[config.mk]
export PLATFORM = sky130hd
export DESIGN_NAME = npcm_ctrl
export DESIGN_NICKNAME = d
export VERILOG_FILES = /design/src/design/npcm_pkg.sv /design/src/design/npcm_ctrl.sv
export SDC_FILE = /design/constraint.sdc
export NUM_CORES = 1
export LEC_CHECK = 0
export BUFFER_PORTS_ARGS = -buffer_cell sky130_fd_sc_hd__buf_2
export CORE_AREA = 2 2 39 41
export CTS_CLUSTER_SIZE = 25
export DETAILED_ROUTE_END_ITERATION = 8
export DIE_AREA = 0 0 41 43
export HOLD_SLACK_MARGIN = 0.08
export SETUP_SLACK_MARGIN = 0.02
export SLEW_MARGIN = 10
export SYNTH_ARGS = -nofsm -noshare
export SYNTH_HDL_FRONTEND = slang
export SYNTH_SLANG_ARGS = --single-unit
[constraint.sdc]
create_clock -name clk_i -period 1.5 [get_ports clk_i]
set_input_delay 0.075 -clock clk_i [delete_from_list [all_inputs] [get_ports clk_i]]
set_output_delay 0.075 -clock clk_i [all_outputs]
set_load 0.01 [all_outputs]
[src/design/npcm_pkg.sv]
package npcm_pkg;

  // Default palette depth.
  localparam int PALETTE_DEPTH_DEF = 256;

  // Field widths.
  localparam int CHAN_W     = 8;
  localparam int COLOR_W    = 8;
  localparam int DIST_W     = 18;
  localparam int SIZE_W     = 9;
  localparam int CFG_IDX_W  = 1;
  localparam int CFG_DATA_W = 9;

  // Register reset values.
  localparam logic [SIZE_W-1:0] SIZE_RESET      = 9'd256;
  localparam logic [CHAN_W-1:0] THRESHOLD_RESET = 8'd128;

  // Register indexes.
  localparam logic [CFG_IDX_W-1:0] REG_PALETTE_SIZE    = 1'b0;
  localparam logic [CFG_IDX_W-1:0] REG_ALPHA_THRESHOLD = 1'b1;

  // Item actions.
  localparam logic ACTION_STORE = 1'b0;
  localparam logic ACTION_MAP   = 1'b1;

  // Commands from the controller to the datapath.
  typedef struct packed {
    logic store;     // write one palette entry from the input fields
    logic load;      // capture the pixel and arm the search
    logic clear;     // set the transparent result
    logic issue;     // read the next palette entry
    logic publish;   // move the result into the output register
  } npcm_cmd_t;

  // Status from the datapath to the controller.
  typedef struct packed {
    logic is_map;       // input item is a pixel
    logic transparent;  // input pixel alpha is below threshold
    logic last_issue;   // the entry read now is the last one in use
    logic pipe_busy;    // reads still in flight through the compare pipe
    logic out_free;     // output register can take a result this cycle
  } npcm_stat_t;

endpackage

[src/design/npcm_ctrl.sv]
module npcm_ctrl (
  input  logic                 clk_i,
  input  logic                 rst_ni,
  input  logic                 in_valid_i,
  output logic                 in_stall_o,
  input  npcm_pkg::npcm_stat_t stat_i,
  output npcm_pkg::npcm_cmd_t  cmd_o
);

  typedef enum logic [1:0] {
    ST_IDLE,
    ST_SCAN,
    ST_DRAIN,
    ST_FINISH
  } state_e;

  state_e state_q, state_d;
  logic   accept;

  assign accept     = in_valid_i && (state_q == ST_IDLE);
  assign in_stall_o = (state_q != ST_IDLE);

  // Sequence one transaction at a time.
  always_comb begin
    state_d = state_q;
    cmd_o   = '0;
    unique case (state_q)
      ST_IDLE: begin
        if (accept) begin
          if (!stat_i.is_map) begin
            cmd_o.store = 1'b1;
          end else if (stat_i.transparent) begin
            cmd_o.clear = 1'b1;
            state_d     = ST_FINISH;
          end else begin
            cmd_o.load = 1'b1;
            state_d    = ST_SCAN;
          end
        end
      end
      ST_SCAN: begin
        cmd_o.issue = 1'b1;
        if (stat_i.last_issue) begin
          state_d = ST_DRAIN;
        end
      end
      ST_DRAIN: begin
        if (!stat_i.pipe_busy) begin
          state_d = ST_FINISH;
        end
      end
      ST_FINISH: begin
        if (stat_i.out_free) begin
          cmd_o.publish = 1'b1;
          state_d       = ST_IDLE;
        end
      end
      default: state_d = ST_IDLE;
    endcase
  end

  // Hold state.
  always_ff @(posedge clk_i or negedge rst_ni) begin
    if (!rst_ni) begin
      state_q <= ST_IDLE;
    end else begin
      state_q <= state_d;
    end
  end

endmodule

* Word-level counts from Yosys, hierarchy flattened
Cells that the tools add are included.
** Cells by class
- Equality and inequality tests :: 8
- Multiplexer cells :: 16
- Reductions and logical operators :: 4
** Operators by type and width (number)
- 2-bit 2-to-1 mux :: 7
- 2-bit inequality test (second input constant) :: 5
- 2-bit one-hot mux with 4 select lines :: 1
- 1-bit 2-to-1 mux :: 6
- 3-bit 2-to-1 mux :: 2
- 5-bit AND reduction :: 1
- 2-bit equality test (second input constant) :: 2
- 2-bit by 1-bit equality test with 1-bit output (second input constant) :: 1
- 2-bit logical NOT :: 1
- 2-bit nonzero test :: 1
- 1-bit logical AND :: 1
** Storage, ports and cells
- Bits in registers :: 2
- Bits of input ports :: 8
- Output and inout bits :: 6
- Word-level logic and storage cells :: 29

* Depth between registers and ports, before layout
- Depth after elaboration :: 4
- Depth in mapped cells :: 5
- Mapped depth without buffers :: 5

* Worst setup path after synthesis
No wires, ideal clock.
- Path type :: register -> register
- Start point :: reg state_q[0]
- End point :: reg state_q[0]
- Library setup time :: 0.129 ns
- Data arrival time :: 1.326 ns
- Required time :: 1.371 ns
- Setup slack :: 0.044 ns
- Stages on the path, launching flop included :: 6
- Buffers on the path :: 0
- Period minus slack after synthesis :: 1.456 ns
- Path through :: dfrtp_1 inv_1 ha_1 a222oi_1 o221ai_2 mux2i_1
** On the way
- Longest elaborated chain between the ends :: 4
- Elaborated cells between the ends (all ways) :: 12
- Those cells by class :: 8 x eq/ne; 1 x mux; 3 x reduce/logical
** RTL lines
- from (decl) :: RTL line npcm_ctrl.sv:17 : state_e state_q, state_d;
- from (signal assigned) :: RTL line npcm_ctrl.sv:67 : state_q <= state_d;
- 2-bit logical NOT :: RTL line npcm_ctrl.sv:20, npcm_ctrl.sv:27
- 1-bit logical AND :: RTL line npcm_ctrl.sv:20 : assign accept = in_valid_i && (state_q == ST_IDLE);
- 2-bit inequality test (no source line)
- 5-bit AND reduction (no source line)
Parallel ways exist; a longest one is shown, timed or not.
A chain may end at the register's enable or synchronous reset.

* Worst setup path after layout
Same ends and word-level chain as after synthesis.

==> flow_summary.ini <==
[floorplanning]
core_area_um2 = 1380
num_rows = 14
io_pins = 14
fp.dieArea_um2 = 1760
dieHeight_um = 43
initial_core_util = 0.162
die_w_um = 41

[finish]
largest_register_ffs = 2
top_regs = state_q (2)
area_growth_pct = 93.3
largest_register = state_q
final_cell_mix = 13 x buf_2, 5 x inv_1, 5 x buf_4, 3 x mux2i_1, 3 x clkbuf_4
n_antenna_cell = 0
final_common_cell = buf_2
nets = 63
drive_gt1_frac = 0.646
instances_no_fill = 64
fin_util = 0.313

[hold_path]
hold_class = in2async

[routing]
post_drt_wl_per_cell_um = 8.09
drtAntennaViolNets = 0
vias = 256
drc = 0
totalWireLength_um = 518
vias_per_cell = 4.00
drtIter0Drc = 3
drtPass1Iterations = 4

[clock_tree]
cts_tree = done
clkTransAtPathRegs_ns = 0.03
cts-root-buf = clkbuf_4
cts_buffer_depth = 2
htree_levels = 1
numCtsBuffers = 3
worstSkewPairLatency_ns = 0.22
clkSinkCount = 2

[timing]
timing.final.crit_share = 0.957
fin_ws_ns = 0.0642
tightest_slew_ns = 0.310
max_slew_margin = 0.794
clock_skew_ns = 0.00240
layout_min_cycle_time_ns = 1.44
finalHoldViolations = 0
rsz0062_at_grt = true
tns_ns = 0
max_freq_mhz = 696
finalMaxSlewViolations = 0
finalSetupViolations = 0

[global_routing]
grt_pass1_vias = 243
antenna_found_initial = 0
grt_start_max_net_pins = 5
grt.overflow.total = 0
grt_pass1_wl_um = 855
grt.total_usage = 0.0764

[run_status]
outcome = completed

[worst_setup_path]
r2r_start = state_q[0]
crit_required_ns = 1.59
end_kind = flip-flop
setup.worst_path.start = state_q[0]
critical_path_arrival_ns = 1.53
worstSetupStartpointType = flip-flop
crit_type = reg2reg
crit_fanout = 3

[place]
dp_cells = 57
place_ws_ns = -0.0381
hpwl_um = 398
place_congestion = 0.576
io_buffers = 13

[synth]
syn_inst = 25
yosysUniqueCellTypes = 10
synth_top_area_share = 0.279
syn_nets = 38
synth_area_leaders = ha_1 28%, dfrtp_1 22%, mux2i_1 13%
ys_seq_elements = 2
yosysSeqAreaShare = 0.223
yosys_warnings = 0
syn_area_um2 = 224
postSynthAreaPerCell_um2 = 8.96
synth_area_leader_cell = ha_1

[power]
power_leakage_uw = 0.000231
power_density_nw_per_um2 = 1830
ir_drop_uv = 598

[run]
maxCapViolCount = 0
## layer usage
metal  vias to the layer above  part of all wire  GRT usage
met1                       114              0.41     0.0710
met3                         0             0.097     0.0471
met4                         0                 0     0.0600
li1                        131                 -          -
met2                        11              0.50      0.113
met5                         -                 0          0
## timing repair
action / CTS / global route
resized for setup: 6 / 5
buffers inserted: 1 / 3
endpoints found under the setup margin: 2 / 4
pin swaps: 1 / 3
hold buffers: 1 / 0
hold endpoints to repair: 2 / 0
gates cloned: 0 / 0
## final cells by class
class | count | area, µm²
clock buffers | 3 | 22.5
fillers | 155 | 951
inverters | 7 | 26.3
multi-input cells | 16 | 190
flip-flops and latches | 2 | 50.0
well taps | 16 | 20.0
repair buffers | 20 | 124
## worst max-delay path, stage by stage, from the launching register on
cell      delay [ns]
dfrtp_1         0.38
inv_2           0.07
ha_4            0.16
a222oi_1        0.35
o221ai_2        0.18
mux2i_1         0.16
## kinds of logic (layout without fill, tap and decap cells)
| family | count (synthesis) | count (layout) | synth area share |
|---|---|---|---|
| flip-flops | 2 | 2 | 0.223 |
| adder cells (fa/ha/maj) | 5 | 5 | 0.279 |
| AO/OA/AOI/OAI | 2 | 2 | 0.112 |
| buffers and inverters | 7 | 30 | 0.117 |
| AND/OR/NAND/NOR | 6 | 6 | 0.134 |
| multiplexers | 3 | 3 | 0.134 |
## worst paths after layout
check / to / slack [ns] / cells past startpoint
min in group clk_i: state_q[1] / 0.21 / 3
max in group asynchronous: state_q[0] / 1.24 / 2
hold / removal: state_q[1] / 0.16 / 2
setup reg to reg: state_q[0] / 0.06 / 5
hold reg to reg: state_q[1] / 0.72 / 3
setup / recovery: state_q[0] / 0.06 / 5
## synth_stat cells
cell	instances
nand3_1	1
mux2i_1	3
and2_1	1
nor2_1	3
o221ai_2	1
inv_1	7
ha_1	5
a222oi_1	1
dfrtp_1	2
and3_2	1
## where the power goes
| group | total, µW | switching (µW) | leakage, µW | internal, µW |
|---|---|---|---|---|
| logic | 560 | 262 | 0.000194 | 298 |
| clock network | 118 | 29.8 | 0.0000138 | 88.2 |
| registers | 115 | 28.6 | 0.0000235 | 85.9 |
| total | 793 | 321 | 0.000231 | 472 |
## per-stage QoR
step                hold WS, ns  instance area [µm²]  power, µW
finish                    0.160                  433        793
global placement         -0.138                  332        531
global route              0.175                  433        891
detailed placement       -0.139                  332        546
floorplan                -0.221                  224        384
CTS                       0.148                  393        733
No activity file was read; power rests on OpenSTA's default activity.
